==> src/hw/rtl/frpr_pkg.sv <==
// shared constants, register indexes and types for the page replacement block
// no dependencies
`default_nettype none

package frpr_pkg;

    // build defaults
    localparam int FRAME_COUNT_DEF = 8;
    localparam int PAGE_BITS_DEF   = 16;

    // configuration port
    localparam int CFG_INDEX_W     = 4;
    localparam int CFG_DATA_W      = 4;
    localparam int FRAMES_IN_USE_W = 4;

    localparam logic [CFG_INDEX_W-1:0] REG_POLICY_MODE   = CFG_INDEX_W'(0);
    localparam logic [CFG_INDEX_W-1:0] REG_FRAMES_IN_USE = CFG_INDEX_W'(1);

    localparam logic POLICY_FIFO = 1'b0;
    localparam logic POLICY_LRU  = 1'b1;

    localparam logic [FRAMES_IN_USE_W-1:0] FRAMES_IN_USE_RST = FRAMES_IN_USE_W'(8);

    // saturating counters
    localparam int             CNT_W   = 16;
    localparam logic [CNT_W-1:0] CNT_MAX = {CNT_W{1'b1}};

    localparam int SLOT_OUT_W = 3;

    // outcome of one lookup
    typedef struct packed {
        logic hit;
        logic fill;
        logic evict;
    } frpr_decision_t;

endpackage

`default_nettype wire

==> src/hw/rtl/frpr_lookup.sv <==
// frame match, replacement choice and recency update for one page reference
// depends on frpr_pkg
`default_nettype none

module frpr_lookup #(
    parameter int FRAME_COUNT = frpr_pkg::FRAME_COUNT_DEF,
    parameter int PAGE_BITS   = frpr_pkg::PAGE_BITS_DEF,
    localparam int SLOT_W     = (FRAME_COUNT > 1) ? $clog2(FRAME_COUNT) : 1,
    localparam int RANK_W     = SLOT_W
) (
    input  wire logic                                   policy_mode,
    input  wire logic [frpr_pkg::FRAMES_IN_USE_W-1:0]   frames_in_use,
    input  wire logic [PAGE_BITS-1:0]                   page,
    input  wire logic [FRAME_COUNT-1:0][PAGE_BITS-1:0]  frame_page,
    input  wire logic [FRAME_COUNT-1:0]                 frame_valid,
    input  wire logic [FRAME_COUNT-1:0][RANK_W-1:0]     rank,
    input  wire logic [SLOT_W-1:0]                      fifo_ptr,
    output frpr_pkg::frpr_decision_t                    decision,
    output logic [SLOT_W-1:0]                           slot,
    output logic [PAGE_BITS-1:0]                        evicted_page,
    output logic [FRAME_COUNT-1:0][RANK_W-1:0]          rank_next,
    output logic [SLOT_W-1:0]                           fifo_ptr_next
);

    localparam int NW_FC = $clog2(FRAME_COUNT + 1);
    localparam int NW    = (NW_FC > frpr_pkg::FRAMES_IN_USE_W) ?
                           NW_FC : frpr_pkg::FRAMES_IN_USE_W;

    logic [NW-1:0]          n_active;
    logic [NW-1:0]          fiu_ext;
    logic [FRAME_COUNT-1:0] active;
    logic                   found;
    logic [SLOT_W-1:0]      hit_slot;
    logic                   empty_found;
    logic [SLOT_W-1:0]      empty_slot;
    logic [SLOT_W-1:0]      fifo_slot;
    logic [SLOT_W-1:0]      lru_slot;
    logic [RANK_W-1:0]      old_rank;
    logic [NW-1:0]          slot_inc;

    // clamp the active frame count into 1..FRAME_COUNT
    always_comb
    begin
        fiu_ext = NW'(frames_in_use);
        if (fiu_ext == '0)
        begin
            n_active = NW'(1);
        end
        else if (fiu_ext > NW'(FRAME_COUNT))
        begin
            n_active = NW'(FRAME_COUNT);
        end
        else
        begin
            n_active = fiu_ext;
        end
    end

    always_comb
    begin
        for (int f = 0; f < FRAME_COUNT; f++)
        begin
            active[f] = (NW'(f) < n_active);
        end
    end

    // lowest matching frame and lowest empty frame
    always_comb
    begin
        found       = 1'b0;
        hit_slot    = '0;
        empty_found = 1'b0;
        empty_slot  = '0;
        for (int f = 0; f < FRAME_COUNT; f++)
        begin
            if (!found && active[f] && frame_valid[f] && frame_page[f] == page)
            begin
                found    = 1'b1;
                hit_slot = SLOT_W'(f);
            end
            if (!empty_found && active[f] && !frame_valid[f])
            begin
                empty_found = 1'b1;
                empty_slot  = SLOT_W'(f);
            end
        end
    end

    // oldest-loaded frame, pointer past the active range falls back to frame 0
    assign fifo_slot = (NW'(fifo_ptr) < n_active) ? fifo_ptr : '0;

    // oldest rank wins, ties go to the lowest index
    always_comb
    begin
        lru_slot = '0;
        for (int f = 1; f < FRAME_COUNT; f++)
        begin
            if (active[f] && rank[f] > rank[lru_slot])
            begin
                lru_slot = SLOT_W'(f);
            end
        end
    end

    always_comb
    begin
        decision.hit   = found;
        decision.fill  = !found && empty_found;
        decision.evict = !found && !empty_found;
        if (found)
        begin
            slot = hit_slot;
        end
        else if (empty_found)
        begin
            slot = empty_slot;
        end
        else if (policy_mode == frpr_pkg::POLICY_LRU)
        begin
            slot = lru_slot;
        end
        else
        begin
            slot = fifo_slot;
        end
    end

    assign evicted_page = decision.evict ? frame_page[slot] : '0;

    // a newly filled frame ages every other frame that is not already at the top rank
    assign old_rank = decision.fill ? RANK_W'(FRAME_COUNT - 1) : rank[slot];

    always_comb
    begin
        for (int j = 0; j < FRAME_COUNT; j++)
        begin
            if (SLOT_W'(j) == slot)
            begin
                rank_next[j] = '0;
            end
            else if (rank[j] < old_rank)
            begin
                rank_next[j] = rank[j] + RANK_W'(1);
            end
            else
            begin
                rank_next[j] = rank[j];
            end
        end
    end

    assign slot_inc      = NW'(slot) + NW'(1);
    assign fifo_ptr_next = (slot_inc == n_active) ? '0 : SLOT_W'(slot_inc);

endmodule

`default_nettype wire

==> src/hw/rtl/fifo_lru_page_replacement.sv <==
// top level of the page replacement unit: input, frame table and result registers
// depends on frpr_pkg and frpr_lookup
`default_nettype none

// Page replacement unit, FIFO or LRU policy.
// Input channel: in_valid / in_stall with page_number; a transfer happens when
// in_valid is high and in_stall low. Output channel: out_valid / out_stall with
// hit, frame_slot, evicted_valid, evicted_page, hit_total and fault_total.
// Configuration: cfg_valid / cfg_ready with cfg_index and cfg_data; index 0 is
// policy_mode (0 FIFO, 1 LRU), index 1 is frames_in_use. cfg_ready is always
// high; other indexes are ignored. Write configuration only while idle.
// A reference passes through the input register and then the result register.
// Throughput: one reference per cycle while out_stall is low, set by the single
// pass through the parallel frame match and the replacement choice between the
// input register and the result register.
// Reset empties all frames, clears recency, the FIFO pointer and both
// counters, and selects FIFO with 8 active frames.
// While out_stall holds the result, one more reference is taken into the
// input register; after that in_stall rises until the result moves on.
module fifo_lru_page_replacement #(
    parameter int FRAME_COUNT = frpr_pkg::FRAME_COUNT_DEF,
    parameter int PAGE_BITS   = frpr_pkg::PAGE_BITS_DEF
) (
    input  wire logic                               clk,
    input  wire logic                               rst_n,
    input  wire logic                               in_valid,
    output logic                                    in_stall,
    input  wire logic [PAGE_BITS-1:0]               page_number,
    output logic                                    out_valid,
    input  wire logic                               out_stall,
    output logic                                    hit,
    output logic [frpr_pkg::SLOT_OUT_W-1:0]         frame_slot,
    output logic                                    evicted_valid,
    output logic [PAGE_BITS-1:0]                    evicted_page,
    output logic [frpr_pkg::CNT_W-1:0]              hit_total,
    output logic [frpr_pkg::CNT_W-1:0]              fault_total,
    input  wire logic                               cfg_valid,
    output logic                                    cfg_ready,
    input  wire logic [frpr_pkg::CFG_INDEX_W-1:0]   cfg_index,
    input  wire logic [frpr_pkg::CFG_DATA_W-1:0]    cfg_data
);

    localparam int SLOT_W = (FRAME_COUNT > 1) ? $clog2(FRAME_COUNT) : 1;
    localparam int RANK_W = SLOT_W;

    logic                                       in_vld_reg;
    logic [PAGE_BITS-1:0]                       in_page_reg;
    logic                                       policy_reg;
    logic [frpr_pkg::FRAMES_IN_USE_W-1:0]       fiu_reg;
    logic [FRAME_COUNT-1:0][PAGE_BITS-1:0]      frame_page_reg;
    logic [FRAME_COUNT-1:0]                     frame_valid_reg;
    logic [FRAME_COUNT-1:0][RANK_W-1:0]         rank_reg;
    logic [FRAME_COUNT-1:0][RANK_W-1:0]         rank_next;
    logic [SLOT_W-1:0]                          fifo_ptr_reg;
    logic [SLOT_W-1:0]                          fifo_ptr_next;
    logic [frpr_pkg::CNT_W-1:0]                 hit_cnt_reg;
    logic [frpr_pkg::CNT_W-1:0]                 hit_cnt_next;
    logic [frpr_pkg::CNT_W-1:0]                 fault_cnt_reg;
    logic [frpr_pkg::CNT_W-1:0]                 fault_cnt_next;
    logic                                       out_vld_reg;
    logic                                       hit_reg;
    logic [frpr_pkg::SLOT_OUT_W-1:0]            slot_reg;
    logic                                       ev_vld_reg;
    logic [PAGE_BITS-1:0]                       ev_page_reg;

    frpr_pkg::frpr_decision_t                   decision;
    logic [SLOT_W-1:0]                          slot;
    logic [PAGE_BITS-1:0]                       ev_page;
    logic                                       advance;
    logic                                       fault;

    frpr_lookup #(
        .FRAME_COUNT (FRAME_COUNT),
        .PAGE_BITS   (PAGE_BITS)
    ) u_lookup (
        .policy_mode   (policy_reg),
        .frames_in_use (fiu_reg),
        .page          (in_page_reg),
        .frame_page    (frame_page_reg),
        .frame_valid   (frame_valid_reg),
        .rank          (rank_reg),
        .fifo_ptr      (fifo_ptr_reg),
        .decision      (decision),
        .slot          (slot),
        .evicted_page  (ev_page),
        .rank_next     (rank_next),
        .fifo_ptr_next (fifo_ptr_next)
    );

    // the held item moves into the result register when that register frees up
    assign advance  = in_vld_reg && (!out_vld_reg || !out_stall);
    assign in_stall = in_vld_reg && !advance;
    assign fault    = !decision.hit;

    assign hit_cnt_next = (decision.hit && hit_cnt_reg != frpr_pkg::CNT_MAX) ?
                          hit_cnt_reg + frpr_pkg::CNT_W'(1) : hit_cnt_reg;
    assign fault_cnt_next = (fault && fault_cnt_reg != frpr_pkg::CNT_MAX) ?
                            fault_cnt_reg + frpr_pkg::CNT_W'(1) : fault_cnt_reg;

    // configuration registers
    assign cfg_ready = 1'b1;

    always_ff @(posedge clk or negedge rst_n)
    begin
        if (!rst_n)
        begin
            policy_reg <= frpr_pkg::POLICY_FIFO;
            fiu_reg    <= frpr_pkg::FRAMES_IN_USE_RST;
        end
        else if (cfg_valid && cfg_ready)
        begin
            unique case (cfg_index)
                frpr_pkg::REG_POLICY_MODE:
                begin
                    policy_reg <= cfg_data[0];
                end
                frpr_pkg::REG_FRAMES_IN_USE:
                begin
                    fiu_reg <= cfg_data[frpr_pkg::FRAMES_IN_USE_W-1:0];
                end
                default:
                begin
                end
            endcase
        end
    end

    // input register
    always_ff @(posedge clk or negedge rst_n)
    begin
        if (!rst_n)
        begin
            in_vld_reg <= 1'b0;
        end
        else if (!in_stall)
        begin
            in_vld_reg <= in_valid;
        end
    end

    always_ff @(posedge clk)
    begin
        if (in_valid && !in_stall)
        begin
            in_page_reg <= page_number;
        end
    end

    // frame table control state
    always_ff @(posedge clk or negedge rst_n)
    begin
        if (!rst_n)
        begin
            frame_valid_reg <= '0;
            rank_reg        <= '0;
            fifo_ptr_reg    <= '0;
            hit_cnt_reg     <= '0;
            fault_cnt_reg   <= '0;
        end
        else if (advance)
        begin
            rank_reg      <= rank_next;
            hit_cnt_reg   <= hit_cnt_next;
            fault_cnt_reg <= fault_cnt_next;
            if (fault)
            begin
                frame_valid_reg[slot] <= 1'b1;
                fifo_ptr_reg          <= fifo_ptr_next;
            end
        end
    end

    always_ff @(posedge clk)
    begin
        if (advance && fault)
        begin
            frame_page_reg[slot] <= in_page_reg;
        end
    end

    // result register
    always_ff @(posedge clk or negedge rst_n)
    begin
        if (!rst_n)
        begin
            out_vld_reg <= 1'b0;
        end
        else if (advance)
        begin
            out_vld_reg <= 1'b1;
        end
        else if (!out_stall)
        begin
            out_vld_reg <= 1'b0;
        end
    end

    always_ff @(posedge clk)
    begin
        if (advance)
        begin
            hit_reg     <= decision.hit;
            slot_reg    <= frpr_pkg::SLOT_OUT_W'(slot);
            ev_vld_reg  <= decision.evict;
            ev_page_reg <= ev_page;
        end
    end

    assign out_valid     = out_vld_reg;
    assign hit           = hit_reg;
    assign frame_slot    = slot_reg;
    assign evicted_valid = ev_vld_reg;
    assign evicted_page  = ev_page_reg;
    assign hit_total     = hit_cnt_reg;
    assign fault_total   = fault_cnt_reg;

endmodule

`default_nettype wire

==> config.mk <==
export PLATFORM = sky130hd
export DESIGN_NAME = fifo_lru_page_replacement
export DESIGN_NICKNAME = d
export VERILOG_FILES = /design/src/hw/rtl/frpr_pkg.sv /design/src/hw/rtl/frpr_lookup.sv /design/src/hw/rtl/fifo_lru_page_replacement.sv
export SDC_FILE = /design/constraint.sdc
export NUM_CORES = 1
export LEC_CHECK = 0
export ABC_CLOCK_PERIOD_IN_PS = 13200
export BUFFER_PORTS_ARGS = -buffer_cell sky130_fd_sc_hd__buf_2
export CORE_ASPECT_RATIO = 0.7
export CORE_MARGIN = 2
export CORE_UTILIZATION = 30
export CTS_BUF_LIST = sky130_fd_sc_hd__clkbuf_8
export DETAILED_ROUTE_END_ITERATION = 7
export PLACE_DENSITY = 0.52
export SLEW_MARGIN = 10
export SYNTH_ARGS = -nofsm -noshare
export SYNTH_HDL_FRONTEND = slang
export SYNTH_SLANG_ARGS = --single-unit
==> constraint.sdc <==
create_clock -name clk -period 13.2 [get_ports clk]
set_input_delay 1.32 -clock clk [delete_from_list [all_inputs] [get_ports clk]]
set_output_delay 1.32 -clock clk [all_outputs]
set_load 0.005 [all_outputs]
==> run metrics, run 1 <==
outcome=finished, final reports clean; vias in the first global route=9,859; CTS tree=yes; placer's final routability congestion estimate=0.8580; library cell with the largest summed area after synthesis=sky130_fd_sc_hd__edfxtp_1; cell depth of the worst hold path=1; Starting Density=30.41%; die area=47,430 um2; row count=65; Setup CP Type=reg2reg; slew at the pin closest to its max-slew limit=1.065 ns; met3 wire length=3804 um; Top Ports=85; max-slew violation count=0; final net count=1,408; Largest register FFs=128; CTS H-tree depth=2; sequential-to-total area share from yosys stat=49.68%; DR vias=10.35k; synthesized area divided by synthesized cell count=11.03 um2; class of the most critical hold timing path=reg2reg; detailed placer's ending HPWL=30,390 um; Root Buffer Master=sky130_fd_sc_hd__clkbuf_8; Worst Skew=0.01959 ns; final core utilization=34.81%; input/output buffers=83; biggest area contributors in the synthesized netlist=sky130_fd_sc_hd__edfxtp_1 36%, sky130_fd_sc_hd__dfrtp_1 13%, sky130_fd_sc_hd__xnor2_1 6.0%, sky130_fd_sc_hd__mux2i_1 5.4%, sky130_fd_sc_hd__xor2_1 4.0%; sort of element at the end of the critical path=flop; most frequently used cell type in the post-synthesis netlist=sky130_fd_sc_hd__edfxtp_1; Area Overhead vs Synth=14.47%; startpoint types=flop; global-route usage over all layers=17.38%; maximum net fanout on the critical path=17; cts bufs inserted=42; number of unique standard cell types used by synthesis=91; final non-filler cell total=1,974; fill cell instance count of the final layout=4,553; number of routed nets with antenna violations=0; number of clock sinks=239; wire length per cell=21.12 um; topmost layer with routed signal wires=met4; Antenna Diode Count=0; fraction of layout instances using a drive strength above 1=17.07%; die boundary height=182.8 um; Most Frequent Cell on Critical Path=sky130_fd_sc_hd__ha_1; Metal-1 WL=22,220 um; asr flop ratio synth=30.96%; most instantiated cells after synthesis=165 x sky130_fd_sc_hd__edfxtp_1, 94 x sky130_fd_sc_hd__xnor2_1, 90 x sky130_fd_sc_hd__nand2_1, 87 x sky130_fd_sc_hd__nor2_1, 74 x sky130_fd_sc_hd__mux2i_1; Max stage delay on crit path=0.53 ns; most used flip-flop cell after synthesis=sky130_fd_sc_hd__edfxtp_1; clock latency reported for the late side of the worst-skew pair=0.57 ns; CP max-delay cell=sky130_fd_sc_hd__dfrtp_1; detailed-route DRC error count=0; EDFF count, synth=165; Mapped Area=13,700 um2; Total Negative Setup Slacks=0 ns; post-route fraction of the period consumed by the critical path=92.01%; Total Wirelength=41,690 um; antenna violations before repair=1; Synth Net Count=1,310; Die Wd=259.4 um; final instance area=15,690 um2; Clock Tree Buf Depth=3; pin count of the biggest net entering global routing=55; met2 wire len=15,010 um; Slew headroom=28.76%; max-cap check violation count=0; initial detailed-routing violation count=1,059; first-pass detailed-route iteration total=5; count of final hold-check violations=0; routed vias/inst=5.244; area share of the largest cell type after synthesis=36.16%; standard cell core area=45,060 um2; Worst R2R Path Depth=54; placement-stage cell area=14,800 um2; number of endpoints failing setup at the final stage=0; Synth Warn #=0; placed cell count=1,899; data required time of the critical path=13.65 ns; crit path time final=12.15 ns; Synth Instances=1,242; setup repair after global routing missed its margin=false; fmax=0.08234 GHz; clock input transition at the sequential cells of the worst setup and hold paths=0.07 ns; wire length of the first global-routing pass=62,460 um; buffers inserted by post-CTS timing repair=0; remaining global-route overflow=0; Arr. time, crit path=12.59 ns; number of register bits inferred by synthesis=239
-- timing repair --
| action | 4_1_cts | 5_1_grt |
|---|---|---|
| hold buffers | 0 | 0 |
| endpoints found under the setup margin | 0 | 38 |
| gates resized for setup | 0 | 4 |
-- metal layers --
layer	GRT usage (%)	vias up
li1	-	4829
met1	28.85	5076
met2	21.46	398
met3	4.574	49
met4	3.701	0
met5	0	-
-- final cells by class --
cell class,instances,area (um2),area share [%]
clock buffers,49,674.4,4.300
clock inverters,26,187.7,1.197
inverters,32,120.1,0.7658
multi-input cells,905,6441,41.07
flip-flops and latches,239,6808,43.40
well taps,603,754.5,4.810
repair buffers,120,699.4,4.459
-- final timing paths --
path | start | to | slack [ns]
worst min register to register | fault_total[10] | fault_total[10] | 0.48
worst max-delay path | rank_reg[3] | rank_reg[11] | 1.05
worst min-delay path | fault_total[10] | fault_total[10] | 0.48
max in group asynchronous | rst_n | fifo_ptr_reg[2] | 11.48
worst max register to register | rank_reg[3] | rank_reg[11] | 1.05
min in group asynchronous | rst_n | fault_total[10] | 0.63
-- stage by stage --
step	worst slack [ns]	hold slack [ns]
2_1_floorplan	2.043	0.4550
3_5_place_dp	0.9056	0.4792
5_1_grt	0.09202	0.4943
6_report	1.055	0.4799
4_1_cts	0.8605	0.4874
3_3_place_gp	0.9895	0.4737
-- cell families (layout without fill, tap and decap cells) --
group / count (synthesis) / in the layout / share of synthesized area, %
and+or+nand+nor: 382 / 382 / 14.52
buffers and inverters: 98 / 227 / 3.570
muxes: 83 / 83 / 6.146
AOI/OAI and AO/OA: 241 / 241 / 12.29
xor gates and xnor gates: 156 / 156 / 9.972
DFF: 239 / 239 / 49.68
adders and majority gates: 42 / 42 / 3.790
other: 1 / 1 / 0.02737
-- worst max-delay path, delay by kind of cell (launching register included) --
family          cells  cell delay, ns
flops               1            0.53
mux                 4            1.04
compound gates     21            4.27
simple gates       19            3.70
buf+inv             3            0.49
fa+ha+maj           7            1.99
-- cell usage in the layout, fill, tap and decap left out, drive strengths merged, types with 6 or more instances in the layout --
cell type	netlist	layout
mux2	9	9
nand4	34	34
and2	6	6
a21oi	55	55
nor2	88	88
a211oi	7	7
nor3	17	17
inv	32	41
or3	11	11
clkinv	0	13
nor2b	10	10
ha	39	39
o21a	16	16
xnor2	94	94
nand3	45	45
dfrtp	73	73
o2111ai	7	7
nor4	27	27
o21ai	34	34
or2	13	13
edfxtp	165	165
clkbuf	25	49
buf	41	120
nand2b	8	8
o22ai	43	43
nand2	90	90
xor2	62	62
a31oi	15	15
mux2i	74	74
and3	14	14
o31ai	9	9
a41oi	6	6
Power of run 1 is left out: the tool's default activity adds up to more than one toggle a clock period on the data nets, which glitch-free logic cannot reach.
==> run 2, diff against run 1 <==
- RECOVER_POWER: not set -> 100
==> run 2 against run 1 <==
Cell count is the same. Maximum frequency is 0.62% lower. Global-route usage is the same. Final area is 0.73% lower. Highest routed layer unchanged. First-iteration DRC count down 4.7%. Die area stayed put. Clock skew fell by 0.00069 ns. Sequential share of layout area grew 0.32 points. The run now ends with capacitance limit, slew limit left. Flip-flop and latch count unchanged. Via count up 0.26%. Wire length shrank 0.11%.
==> run metrics, run 2 (synthesis results as in run 1) <==
antenna violations before repair=1; pin count of the biggest net entering global routing=55; class of the most critical hold timing path=reg2reg; Top Ports=85; DR vias=10.38k; slew at the pin closest to its max-slew limit=3.406 ns; cts bufs inserted=42; detailed-route DRC error count=0; Total Wirelength=41,640 um; top library cells by usage in the layout, fill and taps aside=165 x sky130_fd_sc_hd__edfxtp_1, 94 x sky130_fd_sc_hd__xnor2_1, 90 x sky130_fd_sc_hd__nand2_1, 84 x sky130_fd_sc_hd__nor2_1, 74 x sky130_fd_sc_hd__mux2i_1; Area Overhead vs Synth=13.63%; Worst R2R Path Depth=55; Hold Path Origin=fault_total[10]; most frequent standard cell in the layout excluding fill and tap cells=sky130_fd_sc_hd__edfxtp_1; fraction of layout instances using a drive strength above 1=13.64%; input/output buffers=83; max-cap check violation count=2; wire length per cell=21.10 um; capture instance of the worst register-to-register path=rank_reg[12]; Largest register FFs=128; Total Negative Setup Slacks=0 ns; number of routed nets with antenna violations=0; number of cells upsized or downsized after cts=0; number of endpoints failing setup at the final stage=0; Starting Density=30.41%; setup repair after global routing missed its margin=false; clock input transition at the sequential cells of the worst setup and hold paths=0.06 ns; wire length of the first global-routing pass=62,460 um; data required time of the critical path=13.67 ns; Arr. time, crit path=12.69 ns; startpoint types=flop; worst setup path startpoint=rank_reg[3]; CP max-delay cell=sky130_fd_sc_hd__dfrtp_1; final net count=1,408; Antenna Diode Count=0; remaining global-route overflow=0; standard cell core area=45,060 um2; hold buffer count at CTS=0; startpoint of the worst register-to-register path=rank_reg[3]; Die Wd=259.4 um; reg-to-reg slack, setup=0.98 ns; Worst Skew=0.01891 ns; sort of element at the end of the critical path=flop; CTS tree=yes; row count=65; last element of the critical path=rank_reg[12]; crit path time final=12.22 ns; global-route usage over all layers=17.38%; Root Buffer Master=sky130_fd_sc_hd__clkbuf_8; vias in the first global route=9,859; buffers inserted by post-CTS timing repair=0; max-slew violation count=90; violations in the final reports=capacitance limit, slew limit; Max stage delay on crit path=0.52 ns; post-route fraction of the period consumed by the critical path=92.58%; Clock Tree Buf Depth=3; fmax=0.08183 GHz; die boundary height=182.8 um; Slew headroom=-127.1%; first-pass detailed-route iteration total=5; Most Frequent Cell on Critical Path=sky130_fd_sc_hd__ha_1; outcome=finished with violations; die area=47,430 um2; number of clock sinks=239; maximum net fanout on the critical path=17; placer's final routability congestion estimate=0.8580; initial detailed-routing violation count=1,009; detailed placer's ending HPWL=30,390 um; routed vias/inst=5.258; clock latency reported for the late side of the worst-skew pair=0.57 ns; Setup CP Type=reg2reg; CTS H-tree depth=2; count of final hold-check violations=0
[run 2: critical path: cells and delay by family (launching register included)]
| kind | cells | cell delay [ns] |
|---|---|---|
| multiplexers | 4 | 0.93 |
| adder cells (fa/ha/maj) | 8 | 2.30 |
| flip-flops | 1 | 0.52 |
| AO/OA/AOI/OAI | 20 | 4.19 |
| AND/OR/NAND/NOR | 19 | 3.55 |
| buffers and inverters | 4 | 0.61 |
[run 2: final cells by class]
class	instances	area, um2
clock buffers	49	674.4
fillers	4592	29490
flip-flops and latches	239	6808
repair buffers	120	600.6
clock inverters	26	187.7
inverters	32	120.1
well taps	603	754.5
multi-input cells	905	6425
[run 2: layer usage]
metal | part of all wire (%) | track usage [%] | wire length, um
met1 | 54 | 28.85 | 22340
met2 | 36 | 21.46 | 14940
met3 | 9.0 | 4.574 | 3728
met4 | 1.5 | 3.701 | 630
met5 | 0 | 0 | 0
[run 2: how the worst min path moves through the flow]
| stage | slack (ns) | end | cells after the start |
|---|---|---|---|
| 2_1_floorplan | 0.46 | frame_valid_reg[7] | 1 |
| 3_3_place_gp | 0.47 | fault_total[7] | 1 |
| 3_5_place_dp | 0.48 | out_valid | 1 |
| 4_1_cts | 0.49 | fault_total[10] | 1 |
| 5_1_grt | 0.49 | fault_total[10] | 1 |
| 6_report | 0.48 | fault_total[10] | 1 |
[run 2: through the flow]
step | setup slack [ns] | area [um2] | std cells | util [%] | hold WS, ns
after floorplan | 2.043 | 13700 | 1242 | - | 0.4550
after detailed placement | 0.9056 | 14800 | 1899 | 32.85 | 0.4792
after CTS | 0.8605 | 15660 | 1974 | 34.76 | 0.4874
after global routing | 0.05692 | 15570 | 1974 | 34.56 | 0.4943
final | 0.9795 | 15570 | 1974 | 34.56 | 0.4822
after global placement | 0.9895 | 14800 | 1899 | 32.85 | 0.4737
Power of run 2 is left out for the same reason.
